--- src/rtl/ctri_pkg.sv ---
package ctri_pkg;

    // Digit width into which the multiplier splits its operands for the partial products
    localparam int MUL_DIGIT = 34;

    // Register stages of one multiplier: magnitude, partial products,
    // row sums, total, sign
    localparam int MUL_LAT = 5;

    // Region of the query point
    typedef enum logic [2:0] {
        REG_A    = 3'd0,
        REG_B    = 3'd1,
        REG_AB   = 3'd2,
        REG_C    = 3'd3,
        REG_AC   = 3'd4,
        REG_BC   = 3'd5,
        REG_FACE = 3'd6
    } region_t;

endpackage

--- src/rtl/ctri_mul.sv ---
module ctri_mul import ctri_pkg::*; #(
    parameter int WA = 34,
    parameter int WB = 34
) (
    input  logic                    aclk,
    input  logic                    en,
    input  logic signed [WA-1:0]    a,
    input  logic signed [WB-1:0]    b,
    output logic signed [WA+WB-1:0] p
);

    localparam int NA = (WA + MUL_DIGIT - 1) / MUL_DIGIT;
    localparam int NB = (WB + MUL_DIGIT - 1) / MUL_DIGIT;
    localparam int AW = NA * MUL_DIGIT;
    localparam int BW = NB * MUL_DIGIT;
    localparam int PW = WA + WB;
    localparam int RW = BW + MUL_DIGIT;
    localparam int TW = AW + BW;

    logic [WA-1:0]            abs_a_next;
    logic [WB-1:0]            abs_b_next;
    logic [AW-1:0]            mag_a_reg;
    logic [BW-1:0]            mag_b_reg;
    logic [MUL_LAT-2:0]       neg_reg;
    logic [2*MUL_DIGIT-1:0]   pp_reg [NA][NB];
    logic [RW-1:0]            row_next [NA];
    logic [RW-1:0]            row_reg [NA];
    logic [TW-1:0]            tot_next;
    logic [PW-1:0]            tot_reg;
    logic signed [PW-1:0]     p_reg;

    assign abs_a_next = a[WA-1] ? WA'(-a) : WA'(a);
    assign abs_b_next = b[WB-1] ? WB'(-b) : WB'(b);

    // Sum the partial products of each digit of a
    always_comb begin
        for (int i = 0; i < NA; i++) begin
            row_next[i] = '0;
            for (int j = 0; j < NB; j++) begin
                row_next[i] = row_next[i] + (RW'(pp_reg[i][j]) << (j * MUL_DIGIT));
            end
        end
    end

    // Sum the rows
    always_comb begin
        tot_next = '0;
        for (int i = 0; i < NA; i++) begin
            tot_next = tot_next + (TW'(row_reg[i]) << (i * MUL_DIGIT));
        end
    end

    always_ff @(posedge aclk) begin
        if (en) begin
            mag_a_reg <= AW'(abs_a_next);
            mag_b_reg <= BW'(abs_b_next);
            neg_reg   <= {neg_reg[MUL_LAT-3:0], a[WA-1] ^ b[WB-1]};
            for (int i = 0; i < NA; i++) begin
                for (int j = 0; j < NB; j++) begin
                    pp_reg[i][j] <= mag_a_reg[i*MUL_DIGIT +: MUL_DIGIT]
                                  * mag_b_reg[j*MUL_DIGIT +: MUL_DIGIT];
                end
            end
            row_reg <= row_next;
            tot_reg <= PW'(tot_next);
            p_reg   <= neg_reg[MUL_LAT-2] ? -$signed(tot_reg) : $signed(tot_reg);
        end
    end

    assign p = p_reg;

endmodule

--- config.mk ---
export PLATFORM = sky130hd
export DESIGN_NAME = ctri_mul
export DESIGN_NICKNAME = d
export VERILOG_FILES = /design/src/rtl/ctri_pkg.sv /design/src/rtl/ctri_mul.sv
export SDC_FILE = /design/constraint.sdc
export NUM_CORES = 2
export LEC_CHECK = 0
export BUFFER_PORTS_ARGS = -buffer_cell sky130_fd_sc_hd__buf_4
export CAP_MARGIN = 30
export CORE_ASPECT_RATIO = 1.4
export CORE_UTILIZATION = 65
export CTS_CLUSTER_SIZE = 30
export DETAILED_ROUTE_END_ITERATION = 8
export PLACE_DENSITY_LB_ADDON = 0.2
export SYNTH_ARGS = -nofsm -noshare
export SYNTH_HDL_FRONTEND = slang
export SYNTH_SLANG_ARGS = --single-unit
--- constraint.sdc ---
create_clock -name aclk -period 9.78 [get_ports aclk]
set_input_delay 0.978 -clock aclk [delete_from_list [all_inputs] [get_ports aclk]]
set_output_delay 0.978 -clock aclk [all_outputs]
set_load 0.02 [all_outputs]
Word level (Yosys, flattened, before mapping)
Memories as Yosys holds them, arrays and structs flattened. A register that Yosys moved wholly into a read port is not among the register bits.
Index checks and enable logic that the tools add are counted.

operators by class
  add/subtract/negate cells = 3
  multiply operators = 1
  divide/modulo/power cells = 0
  order comparisons = 0
  equal/unequal tests = 0
  shift operators = 0
  muxes and demuxes = 5
  bitwise operators = 1
  reduce and logical (&&, ||, !) cells = 0

operators by type and width
  kind                                            number
  34-bit by 34-bit multiplier with 68-bit output  1
  68-bit two-way mux                              1
  34-bit negation                                 2
  68-bit negation                                 1
  33-bit two-way mux                              2
  1-bit two-way mux                               2
  1-bit XOR                                       1

word-level totals
  bits in registers = 208
  latch bits = 0
  memory bits (writable) = 68
  ROM bits = 0
  bits of input ports = 70
  memories kept = 1

memories
  name    words  bits a word  rd ports  clocked after memory_dff  write ports  RTL line        text
  pp_reg  1      68           1         1                         1            ctri_mul.sv:25  logic [2*MUL_DIGIT-1:0] pp_reg [NA][NB];

Logic depth before layout (Yosys ltp)
  depth after elaboration = 2
  mapped depth = 29

Worst setup path before layout
Ideal clock, no wire load.

  path type = register -> register
  from = reg mag_b_reg[1]
  to = mem pp_reg[0][66] (netlist name) (data pin)
  library setup time = 0.257 ns
  arrival time = 7.196 ns
  required time = 9.523 ns
  setup slack = 2.327 ns
  stages on the path, launching flop included = 30
  path through = edfxtp_1 clkbuf_1 and2_1 fa_1 inv_1 fa_1 inv_1 fa_1 inv_1 fa_1 inv_1 fa_1 inv_1 fa_1 inv_1 fa_1 inv_1 fa_1 inv_1 ha_1 clkbuf_1 nand2_1 o21ai_0 a22oi_1 nand4_1 a21oi_1 o31ai_1 o41a_1 a221o_1 xor2_1

on the way
  longest elaborated chain between the ends = 1

RTL lines
  element                                         RTL line        text
  from (decl)                                     ctri_mul.sv:23  logic [BW-1:0] mag_b_reg;
  from (signal assigned)                          ctri_mul.sv:56  mag_b_reg <= BW'(abs_b_next);
  34-bit by 34-bit multiplier with 68-bit output  ctri_mul.sv:61  * mag_b_reg[j*MUL_DIGIT +: MUL_DIGIT];
  to (decl)                                       ctri_mul.sv:25

No other way between the ends.

Worst setup path in the final report
  from = reg mag_a_reg[8]
  to = mem pp_reg[0][66] (netlist name) (data pin)

on the way
  longest elaborated chain between the ends = 1

RTL lines
  element                                         RTL line        text
  from (decl)                                     ctri_mul.sv:22  logic [AW-1:0] mag_a_reg;
  from (signal assigned)                          ctri_mul.sv:55  mag_a_reg <= AW'(abs_a_next);
  34-bit by 34-bit multiplier with 68-bit output  ctri_mul.sv:61

No other way between the ends.

==> results.md <==
- I/O pin count: 138
- WHS Path Cells: 0
- GP Congestion: 0.971
- DRC: 0
- Layout cell share with drive strength beyond 1: 6.05%
- Clk_skew: 53.7 ps
- Post-synth top cells: inv_1 (1,072), fa_1 (1,020), nand2_1 (716)
- Die Span Y: 332 µm
- Top cells by area, synth: fa_1 (40%), edfxtp_1 (20%), inv_1 (8.0%), ha_1 (7.1%), and2_1 (6.9%)
- Die width: 238 µm
- Syn nets: 6,360
- Routed Antenna Nets: 0
- Clock root buffer: clkbuf_16
- Setup TNS: 0 ps
- Cell mode on critical path: fa_1
- Met3 Use GR: 6.24%
- Worst flop-to-flop path startpoint: mag_a_reg[8]$_DFFE_PP_
- Initial antenna violation count: 3
- Most common cell in the netlist: inv_1
- Design area: 54,000 µm²
- Synth area leader: fa_1
- Core Rows: 120
- Final core utilization: 70.4%
- Mean Syn Cell Area: 10.1 µm²
- Grt total ovfl: 0
- Capturing point of the worst reg2reg path: pp_reg[0][66]$_DFFE_PP_
- M2 GR Usage: 59.3%
- WHS Endpoint: tot_reg[14]$_DFFE_PP_
- Crit Path Class: register to register
- Share of the synthesized area in the top cell type: 40.4%
- Avg WL per Cell: 21.4 µm
- Die area: 78,800 µm²
- Hold WC Path Type: register to register
- Final hold viol count: 0
- Seq/Total Area, Yosys: 20.5%
- Post-synth ARST share: 0%
- Gr usage total: 34.5%
- Max-cap violations: 0
- Post-synth EDFFs: 344
- Initial DRC Count: 2,473
- Most used DFF post-synth: edfxtp_1
- CP arrival: 9470 ps
- IO Port Bufs: 137
- Global-route wire length before repair: 205,000 µm
- Largest net degree at the start of global routing: 106
- Clk sinks: 344
- Reg2reg setup slack: 640 ps
- YS warnings: 0
- Max clock buf depth: 3
- Fill count: 5,667
- Hold-fix buffers, CTS: 0
- Starting density of the core: 65.8%
- Flip-flop and latch count after synthesis: 344
- Post-DP Area: 52,700 µm²
- PostCTS Resize Cnt: 0
- Total CTS buffers: 36
- Final Critical Period: 9140 ps
- FF-to-FF path depth: 25
- Netlist cell types: 60
- Startpoint Class: register
- Register clock-pin slew on the reported worst setup and hold paths: 60 ps
- Slowest stage cell, crit path: edfxtp_1
- Max H-tree Level: 2
- Final #Nets: 6,377
- DP Wirelength: 106,000 µm
- Fin crit share: 93.4%
- Slowest cell delay on critical path: 1070 ps
- Average vias per placed instance: 5.78
- Post-Route WL: 130,000 µm
- Critical Path Fanout Max: 27
- Final setup viols: 0
- Least-Margin Pin Slew: 1110 ps
- Peak Freq: 0.109 GHz
- TritonCTS clock tree: built
- Status: completed
- Mapped cell area: 50,500 µm²
- Final max-slew violation count: 0
- Min-delay src: row_reg[14]$_DFFE_PP_
- Rel. slew slack: 26.0%
- Number of global-route vias before repair: 38,000
- Met1 GRT Util: 37.7%
- Post-CTS Setup Bufs: 0
- Synth Instances: 4,983
- CP Capture Type: register
- RSZ-0062 raised after global routing: false
- Router iterations before antenna repair: 6
- Via count: 35,000
- Worst skew pair latency: 600 ps
- Req. time, crit path: 10,110 ps
- Busiest grt layer: met2
- Layout overhead on the synthesized area: 7.00%
- Core area: 76,700 µm²
[final cells by class]
type	count	area (µm²)	share of cell area (%)
diodes	2	5.00	0.00926
clock buffers	43	927	1.72
clock inverters	19	233	0.431
inverters	1072	4020	7.45
multi-input cells	3313	35200	65.1
flip-flops and latches	344	10300	19.1
well taps	1037	1300	2.40
repair buffers	233	2030	3.76
[worst max-delay path by stage]
stage / endpoint / from / slack, ps
finish: pp_reg[0][66]$_DFFE_PP_ / mag_a_reg[8]$_DFFE_PP_ / 640
global route: pp_reg[0][66]$_DFFE_PP_ / mag_a_reg[8]$_DFFE_PP_ / 430
CTS: pp_reg[0][66]$_DFFE_PP_ / mag_a_reg[8]$_DFFE_PP_ / 720
detailed placement: pp_reg[0][66]$_DFFE_PP_ / mag_a_reg[8]$_DFFE_PP_ / 760
global placement: pp_reg[0][66]$_DFFE_PP_ / mag_a_reg[8]$_DFFE_PP_ / 770
floorplan: pp_reg[0][66]$_DFFE_PP_ / mag_b_reg[1]$_DFFE_PP_ / 2330
[metal layers]
layer	vias to the layer above	part of all wire (%)
met3	615	7.1
met1	17800	33
met5	-	0
met2	1559	51
met4	0	8.9
li1	15000	-
[kinds of logic after synthesis]
group / synth area share, %
simple gates: 14.5
compound gates: 4.26
flops: 20.5
xor+xnor: 3.36
buf+inv: 9.87
fa+ha+maj: 47.5
[metrics by stage]
step | hold slack, ps | instances | setup slack, ps
3_3_place_gp | 401 | 5983 | 766
5_1_grt | 364 | 6061 | 432
6_report | 362 | 6063 | 642
3_5_place_dp | 405 | 5994 | 764
2_1_floorplan | 400 | 4983 | 2330
4_1_cts | 359 | 6056 | 721
[critical path, delay by kind of cell (launching register included)]
kind            cells  cell delay (ps)
xor+xnor            1               60
simple gates        4             1210
buf+inv             6              590
flops               1             1070
fa+ha+maj           9             4520
compound gates      5             1410
[placed cells by master, fill, tap and decap left out, types with 5 or more instances in the layout]
master and n:
inv_1 1072, fa_1 1020, nand2_1 716, and2_1 554, edfxtp_1 344, ha_1 287, buf_4 215, xnor2_1 150
o21ai_0 90, a21oi_1 84, nor2_1 51, xor2_1 44, o31ai_1 40, clkbuf_16 36, a21o_1 33, or3_1 24
nand4_1 22, nand3_1 22, o41ai_1 19, or4_1 14, nand2b_1 13, o21bai_1 13, nor3_1 13, a31oi_1 12
buf_16 12, o211ai_1 10, and3_1 10, nor4_1 10, or2_2 8, clkbuf_1 7, clkinv_1 6, a211oi_1 5
Power is left out: the tool's default activity adds up to more than one toggle a clock period on the data nets, which glitch-free logic cannot reach.
