**config.mk**
```make
export PLATFORM = sky130hd
export DESIGN_NAME = ctri_div
export DESIGN_NICKNAME = d
export VERILOG_FILES = /design/src/rtl/ctri_div.sv
export SDC_FILE = /design/constraint.sdc
export NUM_CORES = 1
export LEC_CHECK = 0
export BUFFER_PORTS_ARGS = -buffer_cell sky130_fd_sc_hd__buf_2
export CELL_PAD_IN_SITES_DETAIL_PLACEMENT = 1
export CELL_PAD_IN_SITES_GLOBAL_PLACEMENT = 1
export CORE_MARGIN = 2
export CORE_UTILIZATION = 35
export CTS_BUF_LIST = sky130_fd_sc_hd__clkbuf_8
export DETAILED_ROUTE_END_ITERATION = 10
export PLACE_DENSITY = 0.56
export SLEW_MARGIN = 20
export SYNTH_ARGS = -nofsm -noshare
export SYNTH_HDL_FRONTEND = slang
export SYNTH_SLANG_ARGS = --single-unit
```
**constraint.sdc**
```tcl
create_clock -name aclk -period 5.95 [get_ports aclk]
set_input_delay 1.19 -clock aclk [delete_from_list [all_inputs] [get_ports aclk]]
set_output_delay 1.19 -clock aclk [all_outputs]
set_load 0.05 [all_outputs]
```
**src/rtl/ctri_div.sv**
```systemverilog
module ctri_div #(
    parameter int NW  = 16,
    parameter int DWD = 8,
    parameter int QB  = 8
) (
    input  logic                aclk,
    input  logic                en,
    input  logic signed [NW-1:0] n,
    input  logic [DWD-1:0]      d,
    output logic signed [QB:0]  q
);

    localparam int MW = NW + 1;
    localparam int RW = ((MW > DWD + QB) ? MW : DWD + QB) + 1;

    logic signed [MW-1:0] n_ext;
    logic [MW-1:0]        n_mag;
    logic [RW-1:0]        nm_next;
    logic [RW-1:0]        r_reg [QB];
    logic [DWD-1:0]       d_reg [QB];
    logic [QB-1:0]        q_reg [QB+1];
    logic                 neg_reg [QB+1];
    logic [RW-1:0]        sh [QB];
    logic                 ge [QB];
    logic signed [QB:0]   q_out_reg;

    assign n_ext = MW'(n);
    assign n_mag = ~n_ext + 1'b1;

    // Floor division of a negative numerator runs on (-n + d - 1)
    assign nm_next = n[NW-1] ? (RW'(n_mag) + RW'(d) - RW'(1)) : RW'(n_ext);

    // Trial subtract of the shifted divisor, one quotient bit per stage
    always_comb begin
        for (int k = 0; k < QB; k++) begin
            sh[k] = RW'(d_reg[k]) << (QB - 1 - k);
            ge[k] = r_reg[k] >= sh[k];
        end
    end

    always_ff @(posedge aclk) begin
        if (en) begin
            r_reg[0]   <= nm_next;
            d_reg[0]   <= d;
            q_reg[0]   <= '0;
            neg_reg[0] <= n[NW-1];
            for (int k = 0; k < QB; k++) begin
                q_reg[k+1]   <= q_reg[k] | (ge[k] ? (QB'(1) << (QB - 1 - k)) : '0);
                neg_reg[k+1] <= neg_reg[k];
            end
            for (int k = 0; k < QB - 1; k++) begin
                r_reg[k+1] <= ge[k] ? (r_reg[k] - sh[k]) : r_reg[k];
                d_reg[k+1] <= d_reg[k];
            end
            q_out_reg <= neg_reg[QB] ? -$signed({1'b0, q_reg[QB]})
                                     : $signed({1'b0, q_reg[QB]});
        end
    end

    assign q = q_out_reg;

endmodule
```
# [Word level (Yosys, flattened, before mapping)]
# Memories as Yosys holds them, arrays and structs flattened.
# Index checks and enable logic that the tools add are counted.
[word_totals] ff_bits=9 latchBits=0 ram_bits=289 mem_bits_ro=0 wordCells=53 mem_count=4
[memory_table] name="r_reg" words=8 width=18 rd=8 rd_ports_with_merged_regs=0 wr=8 line_no="19" rtl="logic [RW-1:0] r_reg [QB];"
[memory_table] name="q_reg" words=9 width=8 rd=9 rd_ports_with_merged_regs=0 wr=9 line_no="21" rtl="logic [QB-1:0] q_reg [QB+1];"
[memory_table] name="d_reg" words=8 width=8 rd=8 rd_ports_with_merged_regs=0 wr=8 line_no="20" rtl="logic [DWD-1:0] d_reg [QB];"
[memory_table] name="neg_reg" words=9 width=1 rd=9 rd_ports_with_merged_regs=0 wr=9 line_no="22" rtl="logic neg_reg [QB+1];"
[classes] add_sub_neg=11 mul=0 n_div=0 order_cmp=8 eq_ne=0 shifts=0 n_mux=19 bitwise_logic=9 n_reduce_logical=0
[op_table] cell="18-bit two-way mux" count=8
[op_table] cell="17-bit by 8-bit adder with 18-bit output" count=1
[op_table] cell="18-bit by 10-bit greater-or-equal comparator with 1-bit output" count=1
[op_table] cell="18-bit by 11-bit greater-or-equal comparator with 1-bit output" count=1
[op_table] cell="18-bit by 12-bit greater-or-equal comparator with 1-bit output" count=1
[op_table] cell="18-bit by 13-bit greater-or-equal comparator with 1-bit output" count=1
[op_table] cell="18-bit by 14-bit greater-or-equal comparator with 1-bit output" count=1
[op_table] cell="18-bit by 15-bit greater-or-equal comparator with 1-bit output" count=1
[op_table] cell="18-bit by 8-bit greater-or-equal comparator with 1-bit output" count=1
[op_table] cell="18-bit by 9-bit greater-or-equal comparator with 1-bit output" count=1
[op_table] cell="18-bit by 1-bit subtractor with 18-bit output, second input constant" count=1
[op_table] cell="18-bit by 10-bit subtractor with 18-bit output" count=1
[op_table] cell="18-bit by 11-bit subtractor with 18-bit output" count=1
[op_table] cell="18-bit by 12-bit subtractor with 18-bit output" count=1
[op_table] cell="18-bit by 13-bit subtractor with 18-bit output" count=1
[op_table] cell="18-bit by 14-bit subtractor with 18-bit output" count=1
[op_table] cell="18-bit by 15-bit subtractor with 18-bit output" count=1
[op_table] cell="18-bit by 9-bit subtractor with 18-bit output" count=1
[op_table] cell="17-bit by 1-bit adder with 17-bit output, second input constant" count=1
[op_table] cell="17-bit inverter" count=1
[op_table] cell="8-bit two-way mux" count=2
[op_table] cell="8-bit negation with 9-bit output" count=1
[op_table] cell="8-bit by 1-bit OR with 8-bit output" count=1
[op_table] cell="8-bit by 2-bit OR with 8-bit output" count=1
[op_table] cell="other kinds (13)" count=15

# [Logic depth before layout (Yosys ltp)]
[logic_depth] word_depth=5 mapped_depth=15

# [Worst setup path before layout]
# Ideal clock, no wire load.
[synth_path] kind="input to register" from="input port n[5]" to="memory r_reg[0][14] in the netlist's numbering, data pin" arrival_ns=3.669 required_time_ns=5.690 setup_slack_ns=2.021 stages=12 path_buffers=0 path_cell_list="nor4_1 -> nand2_1 -> or4_1 -> xor2_1 -> inv_1 -> ha_1 -> a21oi_1 -> nand2_1 -> o2111ai_1 -> o21ai_0 -> xor2_1 -> mux2_2"
[synth_lines] element="start: declaration" line_no="8" rtl="input logic signed [NW-1:0] n,"
[synth_lines] element="end: declaration" line_no="19"

==> results.cfg <==
[flow_run]
max_cap_viol_count = 0

[place]
dp.cells = 1684
place_congestion = 0.805
place_hpwl_um = 20800
port_buffers = 34
post-place-ws_ns = 1.47

[layout]
layout_common_cells = edfxtp_1, inv_1, ha_1, o21ai_0, nand2_1
num-fill-cells = 4209
syn_to_final_growth_pct = 12.4
largest_reg_flops = 144
drive_gt1_share_pct = 10.9
n_antenna_cell = 0
stdcell_count = 1770
final_core_util_pct = 39.8
layout_commonest_cell = edfxtp_1
nNetsFinal = 1339

[floorplan]
die_h_um = 202
die_area_um2 = 40700
rows = 72
top_level_ports = 35
initial_core_util_pct = 35.4
die_w_um = 202
core_um2 = 38600

[global_routing]
grt_pass1_wl_um = 46500
gr-usage-all-layers_pct = 14.4
grt_start_max_net_pins = 156
grt.overflow.total = 0
grt_pass1_vias = 9256
antenna_found_initial = 0

[power]
p_per_area_nw_per_um2 = 367
ir_drop_v = 0.000150
p_total_mw = 5.65
power.leakage_nw = 6.00

[routing]
viasPerCell = 4.84
ant_nets = 0
routed_wl_um = 28000
route.detailed.drc = 0
first_pass_iters = 4
wl_per_cell_um = 15.8
first_iter_violations = 237
dr_total_vias = 8571

[cts]
root_buffer = clkbuf_8
cts_resized = 0
cts_setup_buffers = 0
cts_tree = done
clk_pin_slew_ns = 0.06
cts_inserted_buffers = 47
numClockSinks = 262
cts_buffer_depth = 3
htree_levels = 2
clkLatencyLatePin_ns = 0.59
cts-hold-fix-buffers = 0

[logic_synthesis]
synth_seq_cells = 262
ys_async_sr_fraction_pct = 0
netlist_area_um2 = 13700
yosysSeqAreaShare_pct = 57.4
synth_edf_count = 262
synth_nets = 1265
syn_inst = 1141
post_synth.cell_area_avg_um2 = 12.0
ys_types = 55
synth-main-ff-cell = edfxtp_1
ys_warn_count = 0

[critical_path]
crit_fanout = 5
path_cells = buf_2 -> nor4_1 -> nand2_1 -> or4_1 -> xor2_1 -> inv_1 -> ha_1 -> a21oi_1 -> nand2_1 -> o2111ai_1 -> o21ai_0 -> xor2_1 -> mux2_2
regToRegStartpoint = d_reg[0][17]
reg2reg_to = r_reg[1][33]
crit_required_ns = 6.29
end_kind = flip-flop
rr_worst_depth = 9
cp-start-kind = primary input
reg2reg_slack_ns = 2.85
max_stage_delay_ns = 0.46
slowest_stage = or4_1
worstPathArrival_ns = 4.21
criticalPathCategory = in2reg

[sta]
setup_viol = 0
tns_ns = 0
timing.fmax_mhz = 258
min_period_ns = 3.87
post-route-period-util_pct = 65.0
setup_slack_ns = 2.08
clock_skew_ns = 0.0123
hold_violations = 0
rsz0062_at_grt = no
tightest_slew_ns = 0.983
slew_headroom_pct = 34.5
drv_slew = 0

[worst_hold_path]
min_from = q_reg[1][4]
hold_depth = 0
hold_class = reg2reg
min_to = q_reg[1][12]

[status]
outcome = completed
==> per-stage QoR <==
| step | hold WS [ns] | cell area, µm² |
|---|---|---|
| 4_1_cts | 0.416 | 15400 |
| 3_5_place_dp | 0.406 | 14500 |
| 2_1_floorplan | 0.400 | 13700 |
| 6_report | 0.415 | 15400 |
| 5_1_grt | 0.424 | 15400 |
| 3_3_place_gp | 0.401 | 14500 |
==> cells by family (layout without fill, tap and decap cells) <==
logic type / Yosys count / count (layout) / share of synthesized area, %
AO/OA/AOI/OAI: 214 / 214 / 9.55
XOR/XNOR: 87 / 87 / 5.56
adder cells (fa/ha/maj): 98 / 98 / 9.39
buffers and inverters: 144 / 255 / 4.02
flip-flops: 262 / 262 / 57.4
multiplexers: 32 / 32 / 2.60
AND/OR/NAND/NOR: 304 / 304 / 11.4
==> per-layer routing <==
metal | vias up | GRT usage, % | wire (µm)
met1 | 4143 | 15.0 | 11100
li1 | 4280 | - | -
met5 | - | 0 | 0
met3 | 61 | 2.61 | 821
met2 | 87 | 27.9 | 15300
met4 | 0 | 6.04 | 895
==> area by class of cell <==
cell class / instances / area [µm²] / share of cell area, %
clock inverter: 39 / 229 / 1.49
timing repair buffer: 39 / 230 / 1.50
inverter: 130 / 488 / 3.17
clock buffer: 47 / 647 / 4.20
multi-input combinational: 735 / 5290 / 34.3
tap: 518 / 648 / 4.21
sequential: 262 / 7870 / 51.1
==> worst max path at each step <==
stage               from      endpoint  slack (ns)
floorplan           n[5]  r_reg[0][14]        2.02
global placement    n[2]  r_reg[0][14]        1.55
detailed placement  n[2]  r_reg[0][14]        1.47
CTS                 n[2]  r_reg[0][14]        2.10
global route        n[2]  r_reg[0][14]        1.81
finish              n[2]  r_reg[0][14]        2.08
==> power by group <==
group | internal, mW | switching (mW) | leakage, nW
Clock | 0.831 | 0.751 | 0.519
Combinational | 0.645 | 0.781 | 2.96
Sequential | 2.45 | 0.187 | 2.52
==> worst max-delay path, delay by kind of cell <==
family / cells / cell delay, ns
multiplexers: 1 / 0.26
buffers and inverters: 2 / 0.20
AO/OA/AOI/OAI: 3 / 0.62
XOR/XNOR: 2 / 0.37
adder cells (fa/ha/maj): 1 / 0.36
AND/OR/NAND/NOR: 4 / 1.20
==> cell usage after synthesis (3+ instances only) <==
cell type | instances | area (µm²)
a211oi_1 | 6 | 45.0
a21boi_0 | 5 | 37.5
a21o_1 | 16 | 120
a21oi_1 | 55 | 275
and2_1 | 5 | 31.3
clkbuf_1 | 11 | 41.3
edfxtp_1 | 262 | 7870
fa_1 | 8 | 160
ha_1 | 90 | 1130
inv_1 | 129 | 484
mux2_2 | 25 | 282
mux2i_1 | 6 | 60.1
nand2_1 | 74 | 278
nand2b_1 | 20 | 125
nand3_1 | 11 | 55.1
nand3b_1 | 9 | 67.6
nand4_1 | 7 | 43.8
nand4b_1 | 6 | 52.6
nor2_1 | 69 | 259
nor2b_1 | 20 | 125
nor3_1 | 22 | 110
nor3b_1 | 3 | 22.5
nor4_1 | 20 | 125
nor4b_1 | 4 | 35.0
o211a_1 | 3 | 30.0
o21a_1 | 10 | 75.1
o21ai_0 | 78 | 390
o21bai_1 | 8 | 60.1
o31a_1 | 9 | 78.8
o31ai_1 | 8 | 60.1
o41ai_1 | 4 | 35.0
or2_2 | 6 | 37.5
or3_1 | 17 | 106
or4_1 | 3 | 22.5
xnor2_1 | 47 | 412
xor2_1 | 40 | 350
(Power assumes the default switching activity.)
